[config.mk]
export PLATFORM = sky130hd
export DESIGN_NAME = selection_hit_recorder
export DESIGN_NICKNAME = d
export VERILOG_FILES = /design/src/shr_pkg.sv /design/src/selection_hit_recorder.sv
export VERILOG_INCLUDE_DIRS = /design/src /design/src/src
export SDC_FILE = /design/constraint.sdc
export NUM_CORES = 2
export LEC_CHECK = 0
export ABC_AREA = 1
export BUFFER_PORTS_ARGS = -buffer_cell sky130_fd_sc_hd__buf_4
export CAP_MARGIN = 20
export CORE_UTILIZATION = 45
export DETAILED_ROUTE_END_ITERATION = 10
export PLACE_DENSITY_LB_ADDON = 0.15
export RECOVER_POWER = 50
export SYNTH_ARGS = -nofsm -noshare
export SYNTH_HDL_FRONTEND = slang
export SYNTH_SLANG_ARGS = --single-unit
[constraint.sdc]
create_clock -name clk -period 6.2 [get_ports clk]
set_clock_uncertainty 0.2 [all_clocks]
set_input_delay 0 -clock clk [delete_from_list [all_inputs] [get_ports clk]]
set_output_delay 0 -clock clk [all_outputs]
set_load 0.01 [all_outputs]
[src/selection_hit_recorder_assert.svh]
// ---------------------------------------------------------------------------
// selection_hit_recorder_assert.svh
// Assertion macros for the selection hit recorder, all clocked on clk
// and held off during rst.
// ---------------------------------------------------------------------------
`ifndef SELECTION_HIT_RECORDER_ASSERT_SVH
`define SELECTION_HIT_RECORDER_ASSERT_SVH

`ifndef ASSERT_OFF

// same-cycle implication
`define SHR_ASSERT_NOW(label, ante, cons) \
  label: assert property (@(posedge clk) disable iff (rst) (ante) |-> (cons)) \
    else $error("selection_hit_recorder: assertion failed");

// next-cycle implication
`define SHR_ASSERT_NEXT(label, ante, cons) \
  label: assert property (@(posedge clk) disable iff (rst) (ante) |=> (cons)) \
    else $error("selection_hit_recorder: assertion failed");

`else

`define SHR_ASSERT_NOW(label, ante, cons)
`define SHR_ASSERT_NEXT(label, ante, cons)

`endif

`endif

[src/shr_pkg.sv]
// ---------------------------------------------------------------------------
// shr_pkg
// Types, codes and the depth mapping shared by the selection hit recorder.
// ---------------------------------------------------------------------------
package shr_pkg;

  typedef enum logic [2:0] {
    CMD_SET_ENABLE    = 3'd0,
    CMD_INIT_NAMES    = 3'd1,
    CMD_PUSH_NAME     = 3'd2,
    CMD_POP_NAME      = 3'd3,
    CMD_LOAD_NAME     = 3'd4,
    CMD_PRIMITIVE_HIT = 3'd5
  } cmd_t;

  localparam logic KIND_RECORD = 1'b0;
  localparam logic KIND_COUNT  = 1'b1;

  localparam int FIFO_DEPTH = 4;
  localparam int FIFO_AW    = 2;
  localparam int FIFO_CW    = 3;

  typedef struct packed {
    logic [2:0]         cmd;
    logic               enable_flag;
    logic [31:0]        name_value;
    logic signed [31:0] depth_near;
    logic signed [31:0] depth_far;
  } item_t;

  typedef struct packed {
    logic        kind;
    logic [7:0]  slot;
    logic [6:0]  name_count;
    logic [31:0] depth_min;
    logic [31:0] depth_max;
    logic [31:0] top_name;
    logic [8:0]  hit_count;
    logic        last;
  } result_t;

  // Q2.30 in -1..1 to unsigned 32-bit depth, saturating.
  // t = x + 1.0; result = 2t - 1 for t in (0, 2^31], approximating t * (2^32-1) / 2^31.
  function automatic logic [31:0] map_depth(input logic signed [31:0] x);
    logic signed [33:0] t;
    t = 34'(x) + 34'sh0_4000_0000;
    if (t <= 34'sd0) begin
      map_depth = 32'd0;
    end else if (t > 34'sh0_8000_0000) begin
      map_depth = 32'hFFFF_FFFF;
    end else begin
      map_depth = {t[30:0], 1'b0} - 32'd1;
    end
  endfunction

endpackage

[src/selection_hit_recorder.sv]
// ---------------------------------------------------------------------------
// selection_hit_recorder
// Selection-mode hit recorder: name stack, one open hit record, record
// count, emitting written records and count replies.
// ---------------------------------------------------------------------------
//  channel  handshake              payload
//  in       in_valid / in_stall    cmd, enable_flag, name_value, depth_near, depth_far
//  out      out_valid / out_stall  kind, slot, name_count, depth_min, depth_max,
//                                  top_name, hit_count, last
//  cfg      cfg_valid / cfg_ready  cfg_data (buffer_records)
//
//  One command per cycle while in_stall is low: an accepted beat is held in the input
//  register, then executes and its results land in a 4-entry output queue. set_enable
//  can yield two result beats; the out port moves one per cycle while out_stall is low.
//  A command waits in the input register while the queue has fewer than two free
//  entries. Top of stack is read from the name RAM ahead of use, by a registered read.
//  rst is synchronous; cfg_ready is always high.
// ---------------------------------------------------------------------------
`include "selection_hit_recorder_assert.svh"

module selection_hit_recorder #(
  parameter int STACK_DEPTH = 64,
  parameter int MAX_RECORDS = 256
) (
  input  logic               clk,
  input  logic               rst,
  input  logic               in_valid,
  output logic               in_stall,
  input  logic [2:0]         cmd,
  input  logic               enable_flag,
  input  logic [31:0]        name_value,
  input  logic signed [31:0] depth_near,
  input  logic signed [31:0] depth_far,
  output logic               out_valid,
  input  logic               out_stall,
  output logic               kind,
  output logic [7:0]         slot,
  output logic [6:0]         name_count,
  output logic [31:0]        depth_min,
  output logic [31:0]        depth_max,
  output logic [31:0]        top_name,
  output logic [8:0]         hit_count,
  output logic               last,
  input  logic               cfg_valid,
  output logic               cfg_ready,
  input  logic [8:0]         cfg_data
);
  import shr_pkg::*;

  localparam int SW = $clog2(STACK_DEPTH + 1);
  localparam int AW = (STACK_DEPTH > 1) ? $clog2(STACK_DEPTH) : 1;
  localparam logic [SW-1:0] STACK_FULL = SW'(STACK_DEPTH);
  localparam logic [16:0] MAX_REC = 17'(MAX_RECORDS);

  // configuration
  logic [8:0] buffer_records;
  logic [8:0] limit;

  assign cfg_ready = 1'b1;

  always_ff @(posedge clk) begin
    if (rst) begin
      buffer_records <= '0;
    end else if (cfg_valid) begin
      buffer_records <= cfg_data;
    end
  end

  assign limit = (17'(buffer_records) < MAX_REC) ? buffer_records : MAX_REC[8:0];

  // input register
  item_t in_q;
  logic  in_q_valid;
  logic  exec;
  logic [FIFO_CW-1:0] fifo_count;

  assign exec     = in_q_valid && (fifo_count <= FIFO_CW'(FIFO_DEPTH - 2));
  assign in_stall = in_q_valid && !exec;

  always_ff @(posedge clk) begin
    if (rst) begin
      in_q_valid <= 1'b0;
    end else if (!in_stall) begin
      in_q_valid <= in_valid;
    end
  end

  always_ff @(posedge clk) begin
    if (!in_stall && in_valid) begin
      in_q.cmd         <= cmd;
      in_q.enable_flag <= enable_flag;
      in_q.name_value  <= name_value;
      in_q.depth_near  <= depth_near;
      in_q.depth_far   <= depth_far;
    end
  end

  // architectural state
  logic          select_enabled, select_enabled_next;
  logic [SW-1:0] stack_size, stack_size_next;
  logic [8:0]    records_written, records_written_next;
  logic [31:0]   open_near, open_near_next;
  logic [31:0]   open_far, open_far_next;
  logic [SW-1:0] open_count, open_count_next;
  logic [31:0]   open_name, open_name_next;

  // name RAM
  logic [31:0]   name_store [STACK_DEPTH];
  logic          we;
  logic [AW-1:0] waddr;
  logic [AW-1:0] raddr;
  logic [31:0]   rd_data;
  logic          byp;
  logic [31:0]   byp_data;
  logic [31:0]   stack_top;
  logic [SW-1:0] size_m1;
  logic [SW-1:0] size_next_m1;

  always_ff @(posedge clk) begin
    if (we) begin
      name_store[waddr] <= in_q.name_value;
    end
  end

  always_ff @(posedge clk) begin
    rd_data <= name_store[raddr];
  end

  // write-first forwarding for a write to the address being read
  always_ff @(posedge clk) begin
    byp      <= we && (waddr == raddr);
    byp_data <= in_q.name_value;
  end

  assign stack_top    = byp ? byp_data : rd_data;
  assign size_m1      = stack_size - SW'(1);
  assign size_next_m1 = stack_size_next - SW'(1);
  assign raddr        = size_next_m1[AW-1:0];

  // execute
  logic        do_close;
  logic        do_reply;
  logic        emit;
  logic [31:0] near_map, far_map;
  result_t     rec, reply;
  result_t     res0;
  logic [1:0]  n_push;

  assign near_map = map_depth(in_q.depth_near);
  assign far_map  = map_depth(in_q.depth_far);
  assign emit     = (open_near <= open_far) && (records_written < limit);

  always_comb begin
    select_enabled_next  = select_enabled;
    stack_size_next      = stack_size;
    records_written_next = records_written;
    open_near_next       = open_near;
    open_far_next        = open_far;
    open_count_next      = open_count;
    open_name_next       = open_name;
    we                   = 1'b0;
    waddr                = stack_size[AW-1:0];
    do_close             = 1'b0;
    do_reply             = 1'b0;

    if (exec) begin
      unique case (cmd_t'(in_q.cmd))
        CMD_SET_ENABLE: begin
          select_enabled_next = in_q.enable_flag;
          do_close            = 1'b1;
          do_reply            = 1'b1;
        end
        CMD_INIT_NAMES: begin
          if (select_enabled) begin
            stack_size_next = '0;
            do_close        = 1'b1;
          end
        end
        CMD_PUSH_NAME: begin
          if (select_enabled) begin
            if (stack_size < STACK_FULL) begin
              we              = 1'b1;
              stack_size_next = stack_size + SW'(1);
            end
            do_close = 1'b1;
          end
        end
        CMD_POP_NAME: begin
          if (select_enabled) begin
            if (stack_size != '0) begin
              stack_size_next = size_m1;
            end
            do_close = 1'b1;
          end
        end
        CMD_LOAD_NAME: begin
          if (select_enabled) begin
            we = 1'b1;
            if (stack_size != '0) begin
              waddr = size_m1[AW-1:0];
            end else begin
              stack_size_next = SW'(1);
            end
            do_close = 1'b1;
          end
        end
        CMD_PRIMITIVE_HIT: begin
          if (near_map < open_near) begin
            open_near_next = near_map;
          end
          if (far_map > open_far) begin
            open_far_next = far_map;
          end
          open_count_next = stack_size;
          open_name_next  = (stack_size != '0) ? stack_top : 32'd0;
        end
        default: begin
        end
      endcase
    end

    if (do_close) begin
      if (emit) begin
        records_written_next = records_written + 9'd1;
      end
      open_near_next  = 32'hFFFF_FFFF;
      open_far_next   = 32'd0;
      open_count_next = '0;
      open_name_next  = 32'd0;
    end
    if (do_reply) begin
      records_written_next = '0;
    end
  end

  always_comb begin
    rec            = '0;
    rec.kind       = KIND_RECORD;
    rec.slot       = records_written[7:0];
    rec.name_count = 7'(open_count);
    rec.depth_min  = open_near;
    rec.depth_max  = open_far;
    rec.top_name   = open_name;
    rec.last       = !do_reply;

    reply           = '0;
    reply.kind      = KIND_COUNT;
    reply.hit_count = records_written + 9'(emit);
    reply.last      = 1'b1;

    res0   = (do_close && emit) ? rec : reply;
    n_push = 2'(do_close && emit) + 2'(do_reply);
  end

  always_ff @(posedge clk) begin
    if (rst) begin
      select_enabled  <= 1'b0;
      stack_size      <= '0;
      records_written <= '0;
      open_near       <= 32'hFFFF_FFFF;
      open_far        <= '0;
      open_count      <= '0;
      open_name       <= '0;
    end else begin
      select_enabled  <= select_enabled_next;
      stack_size      <= stack_size_next;
      records_written <= records_written_next;
      open_near       <= open_near_next;
      open_far        <= open_far_next;
      open_count      <= open_count_next;
      open_name       <= open_name_next;
    end
  end

  // output queue
  result_t            fifo_mem [FIFO_DEPTH];
  logic [FIFO_AW-1:0] wptr, rptr;
  logic [FIFO_AW-1:0] wptr_p1;
  logic               pop;
  result_t            head;

  assign wptr_p1   = wptr + FIFO_AW'(1);
  assign out_valid = (fifo_count != '0);
  assign pop       = out_valid && !out_stall;

  always_ff @(posedge clk) begin
    if (n_push != 2'd0) begin
      fifo_mem[wptr] <= res0;
    end
    if (n_push == 2'd2) begin
      fifo_mem[wptr_p1] <= reply;
    end
  end

  always_ff @(posedge clk) begin
    if (rst) begin
      wptr       <= '0;
      rptr       <= '0;
      fifo_count <= '0;
    end else begin
      wptr       <= wptr + FIFO_AW'(n_push);
      rptr       <= rptr + FIFO_AW'(pop);
      fifo_count <= fifo_count + FIFO_CW'(n_push) - FIFO_CW'(pop);
    end
  end

  assign head       = fifo_mem[rptr];
  assign kind       = head.kind;
  assign slot       = head.slot;
  assign name_count = head.name_count;
  assign depth_min  = head.depth_min;
  assign depth_max  = head.depth_max;
  assign top_name   = head.top_name;
  assign hit_count  = head.hit_count;
  assign last       = head.last;

  // checks
  `SHR_ASSERT_NOW(a_stack_bound, 1'b1, stack_size <= STACK_FULL)
  `SHR_ASSERT_NOW(a_fifo_bound, 1'b1, fifo_count <= FIFO_CW'(FIFO_DEPTH))
  `SHR_ASSERT_NEXT(a_reply_clears, exec && in_q.cmd == CMD_SET_ENABLE, records_written == '0)
  `SHR_ASSERT_NEXT(a_disabled_stack, exec && !select_enabled && in_q.cmd != CMD_SET_ENABLE, $stable(stack_size) && $stable(select_enabled))
  `SHR_ASSERT_NEXT(a_held_item, in_stall, in_q_valid && $stable(in_q))

endmodule
# Word level (Yosys, flattened, before mapping)
# Memory sizes are Yosys's and may differ from the RTL's. A register that Yosys moved wholly into a read port is not among the register bits.
# Index checks and enable logic that the tools add are counted.
# totals
reg_bits,270
ram_bits,2536
input_bits,114
output_inout_bits,125
wordCells,114
memories,2
# memory_table
name,depth,word_bits,read_ports,rd_ports_with_merged_regs,wr,line_no,text
name_store,64,32,1,1,1,selection_hit_recorder.sv:108,logic [31:0] name_store [STACK_DEPTH];
fifo_mem,4,122,1,1,2,selection_hit_recorder.sv:276,result_t fifo_mem [FIFO_DEPTH];
# classes
addsub,15
order_cmp,11
n_eq_ne,7
muxes,37
n_reduce_logical,23
# ops
op,n
two-way mux 32 bit,6
two-way mux 122 bit,1
"adder 32 x 32 -> 33 bit, second input constant",2
"greater-than comparator 33 bit, second input constant",2
"less-or-equal comparator 33 x 1 -> 1 bit, second input constant",2
"subtractor 32 x 1 -> 32 bit, second input constant",2
two-way mux 7 bit,8
greater-than comparator 32 bit,1
less-or-equal comparator 32 bit,1
less-than comparator 32 bit,1
one-hot mux 7 bit (4 select lines),1
two-way mux 6 bit,4
two-way mux 1 bit,13
adder 9 x 1 -> 9 bit,1
"adder 9 x 1 -> 9 bit, second input constant",1
less-than comparator 9 bit,1
"less-than comparator 9 bit, second input constant",1
two-way mux 9 bit,1
"adder 7 x 1 -> 7 bit, second input constant",1
logical AND 1 bit,7
"less-than comparator 7 bit, second input constant",1
nonzero test 7 bit,1
"subtractor 7 x 1 -> 7 bit, second input constant",1
"== test 3 x 2 -> 1 bit, second input constant",2
other kinds (22),31

# Depth between registers and ports, before layout
# logic_depth
depth_word,9
depth_mapped,27
ltp_nobuf,24

# Least setup slack after synthesis
# Ideal clock, no wire load.
# synth_timing
path_kind,register to register
start,register fifo_count[0]
end,register in_q[0] (netlist bit) (enable)
setup_time_ns,0.560
arrival_time_ns,4.809
required_time_ns,5.440
path_slack_ns,0.631
stages_incl_launch_ff,4
n_path_buf,0
period_less_slack_ns,5.569
cell_sequence,dfxtp_1 a21oi_1 nor2_1 nor2_1
# synth_between
elab_chain_len,6
# synth_rtl
element,line_no,text
start: declaration,selection_hit_recorder.sv:75,logic [FIFO_CW-1:0] fifo_count;
start signal: assignment,selection_hit_recorder.sv:303,fifo_count <= fifo_count + FIFO_CW'(n_push) - FIFO_CW'(pop);
less-or-equal comparator 3 x 2 -> 1 bit,selection_hit_recorder.sv:77,assign exec = in_q_valid && (fifo_count <= FIFO_CW'(FIFO_DEPTH - 2));
logical AND 1 bit,selection_hit_recorder.sv:77,
logical NOT 1 bit,selection_hit_recorder.sv:78,assign in_stall = in_q_valid && !exec;
logical AND 1 bit,selection_hit_recorder.sv:78,
named net in_stall,selection_hit_recorder.sv:28,"output logic in_stall,"
logical NOT 1 bit,selection_hit_recorder.sv:89,if (!in_stall && in_valid) begin
logical AND 1 bit,selection_hit_recorder.sv:89,
end: declaration,selection_hit_recorder.sv:72,item_t in_q;
# The timed path passes the listed nets, and every way through them passes these cells.
# A chain may end at the register's enable or synchronous reset.

==> impl_results.md <==
* Status: finished, violations left
* Failing checks: max-capacitance violations, max-slew violations
* Root buffer cell: clkbuf_16
* Final Hold Fails at 0
* Maximum clock insertion buffer count at 4
* Synth warn at 0
* Mapped Area at 122000 um^2
* Leak Pwr at 0.0538 uW
* Total wire length at 383000 um
* Critical path class: flop to primary output
* Register bit count reported by yosys at 2838
* Sw frac at 24.7%
* Logic pwr share at 8.9%
* Sequential power share at 48.7%
* CTS tree: done
* DR vias/cell at 5.52
* Post-CTS Setup Inserts at 0
* Crit path DAT at 5.71 ns
* GRT Total Usage at 27.5%
* Endpoints failing setup at 0
* Initial antenna violation count at 20
* Synth Area per Inst at 9.89 um^2
* Count of cell types in the netlist at 54
* Core Area at 269000 um^2
* Clock sink count at 2838
* Slew @ Worst Pin at 4.28 ns
* Worst-Skew Late Latency at 0.89 ns
* Die width at 523 um
* Port-buffer cells at 237
* Clock group share of total power at 42.3%
* I/O pin count at 239
* Setup crit end kind: primary output
* Largest net degree at the start of global routing at 207
* Most frequent cells in the layout: nand2_1 (3821), edfxtp_1 (2184), nand3_1 (1425)
* RePlAce Congestion at 0.868
* Slack of the critical path at 0.289 ns
* Seq/Total Area, Yosys at 64.5%
* Num CTS Buffers at 315
* Syn-to-layout area delta at 14.7%
* Vias in the first global route at 86.0k
* Post-place setup slack at 0.475 ns
* Max IR drop VDD at 0.220 mV
* Critical path launch point type: flop
* RSZ-0062 raised after global routing: false
* Top_reg_cell synth: edfxtp_1
* # rows at 190
* Asr flop ratio synth at 0%
* Internal Power at 32600 uW
* WP data required at 6.00 ns
* Net count reported at finish at 12.9k
* Worst Path Max Fanout at 73
* Post-DP HPWL at 222000 um
* Initial Utilization at 45.4%
* Drt first-iter violations at 9701
* Residual DRC at 0
* EDFF count, synth at 2184
* Synthesized instance count at 12.3k
* Mapped Nets at 12.6k
* Most common cell after layout, fill and taps aside: nand2_1
* Slew HR at -186%
* Tmin final at 5.91 ns
* F_max at 0.169 GHz
* Total power draw at 43300 uW
* Max cap viols at 43
* Pins over their slew limit at 2437
* Switch Pwr at 10700 uW
* Pre-antenna DRT Iters at 6
* Clock transition at the registers of the reported paths at 0.06 ns
* Die height at 523 um
* H-Tree Depth at 5
* Pwr/cell area at 309 nW/um^2
* Tightest Hold Check Type: input port to flop
* Post-Route Setup TNS at 0 ns
* Die ar. at 273000 um^2
* Final Util at 52.0%
* Post-route ant nets at 0
* Layout fillers at 23.8k
* Tcrit/Tclk final at 95.3%
* Ratio of cells with drive above 1 in the final layout at 6.96%
* Global-route wire length before repair at 567000 um
* Overflow after GRT at 0
* Avg WL per Cell at 23.3 um
* Vias at 90.8k
## final timing paths
kind | start | endpoint | slack, ns | cells after the start
worst max-delay path | rptr[1]$_SDFF_PP0_ | depth_max[31] | 0.29 | 5
worst min-delay path | out_stall | rptr[0]$_SDFF_PP0_ | 0.06 | 6
worst min register to register | fifo_mem[1][89]$_SDFFE_PP0P_ | fifo_mem[1][89]$_SDFFE_PP0P_ | 0.25 | 2
worst max register to register | fifo_count[1]$_SDFF_PP0_ | name_store[4][18]$_DFFE_PP_ | 0.40 | 8
## sequential cells by signal, summed over array words and instances (netlist names), 9 cells and up
register / cells
buffer_records: 9
byp_data: 32
fifo_mem: 488
in_q: 100
name_store: 2048
open_far: 32
open_name: 32
open_near: 32
rd_data: 32
records_written: 9
## cell families after synthesis
family                   synth area share [%]
AO/OA/AOI/OAI                            5.12
multiplexers                            0.295
flip-flops                               64.5
XOR/XNOR                                0.300
AND/OR/NAND/NOR                          22.8
buffers and inverters                    5.80
other                                 0.00307
adder cells (fa/ha/maj)                  1.26
## worst max-delay path: stages (launching register included)
cell and delay (ns):
dfxtp_4 0.68, clkinvlp_2 2.15, clkbuf_4 1.28, o21ai_0 0.26, o22ai_1 0.19, clkbuf_1 0.18
## synth_stat cells (4+ instances only)
library cell	n	area (um^2)
nand3_1	1427	7140
ha_1	121	1510
xor2_1	29	254
o21ai_0	607	3040
inv_2	7	26.3
nor2_2	8	50.1
clkinv_1	5	18.8
nand3b_1	513	3850
buf_1	54	203
buf_4	26	195
nor4_1	6	37.5
or2_2	10	62.6
xnor2_1	11	96.3
a31oi_1	24	150
o21a_1	6	45.0
o22ai_1	123	769
mux2_2	32	360
inv_1	1005	3770
a211oi_1	8	60.1
nor3_1	28	140
buf_6	4	45.0
nand4_1	33	206
nand2_1	3827	14400
buf_2	245	1230
a21oi_1	202	1010
nor2_1	480	1800
dfxtp_1	654	13100
edfxtp_1	2184	65600
o21ai_1	203	1020
clkbuf_1	421	1580
## what timing repair did
item | 4_1_cts | 5_1_grt
hold buffers | 244 | 0
endpoints found under the setup margin | 0 | 7
resized for setup | 0 | 2
hold endpoints to repair | 275 | 0
## power groups by stage
| stage | sequential [uW] | combinational [uW] | clock [uW] |
|---|---|---|---|
| final | 21100 | 3860 | 18300 |
| after detailed placement | 21400 | 4040 | 0 |
| after global routing | 21100 | 4160 | 19300 |
| after CTS | 21000 | 4170 | 18600 |
| after floorplan | 21500 | 1960 | 0 |
| after global placement | 21400 | 3970 | 0 |
## final cells by class
cell class / instances / area (um^2) / share of cell area, %
clock buffer: 426 / 8710 / 6.23
sequential: 2838 / 78700 / 56.2
inverter: 1017 / 3850 / 2.75
timing repair buffer: 747 / 6170 / 4.41
tap: 3552 / 4440 / 3.18
antenna: 5 / 12.5 / 0.00894
clock inverter: 120 / 1250 / 0.896
multi-input combinational: 7733 / 36800 / 26.3
## layer usage
metal | up-vias | track usage (%) | wire length, um
met3 | 576 | 3.96 | 30300
met4 | 4 | 6.89 | 9250
met1 | 44400 | 39.2 | 168000
met5 | - | 0 | 27
li1 | 42100 | - | -
met2 | 3642 | 44.1 | 176000
## stage by stage
stage                     hold WS [ns]  cells  instance area (um^2)
final                           0.0610  16400                140000
after global routing            0.0873  16400                140000
after CTS                       0.0213  16400                141000
after detailed placement       -0.0205  15600                128000
after global placement         -0.0212  15600                128000
after floorplan                 -0.101  12300                122000
Note: power is estimated with default switching activity, not from simulation.
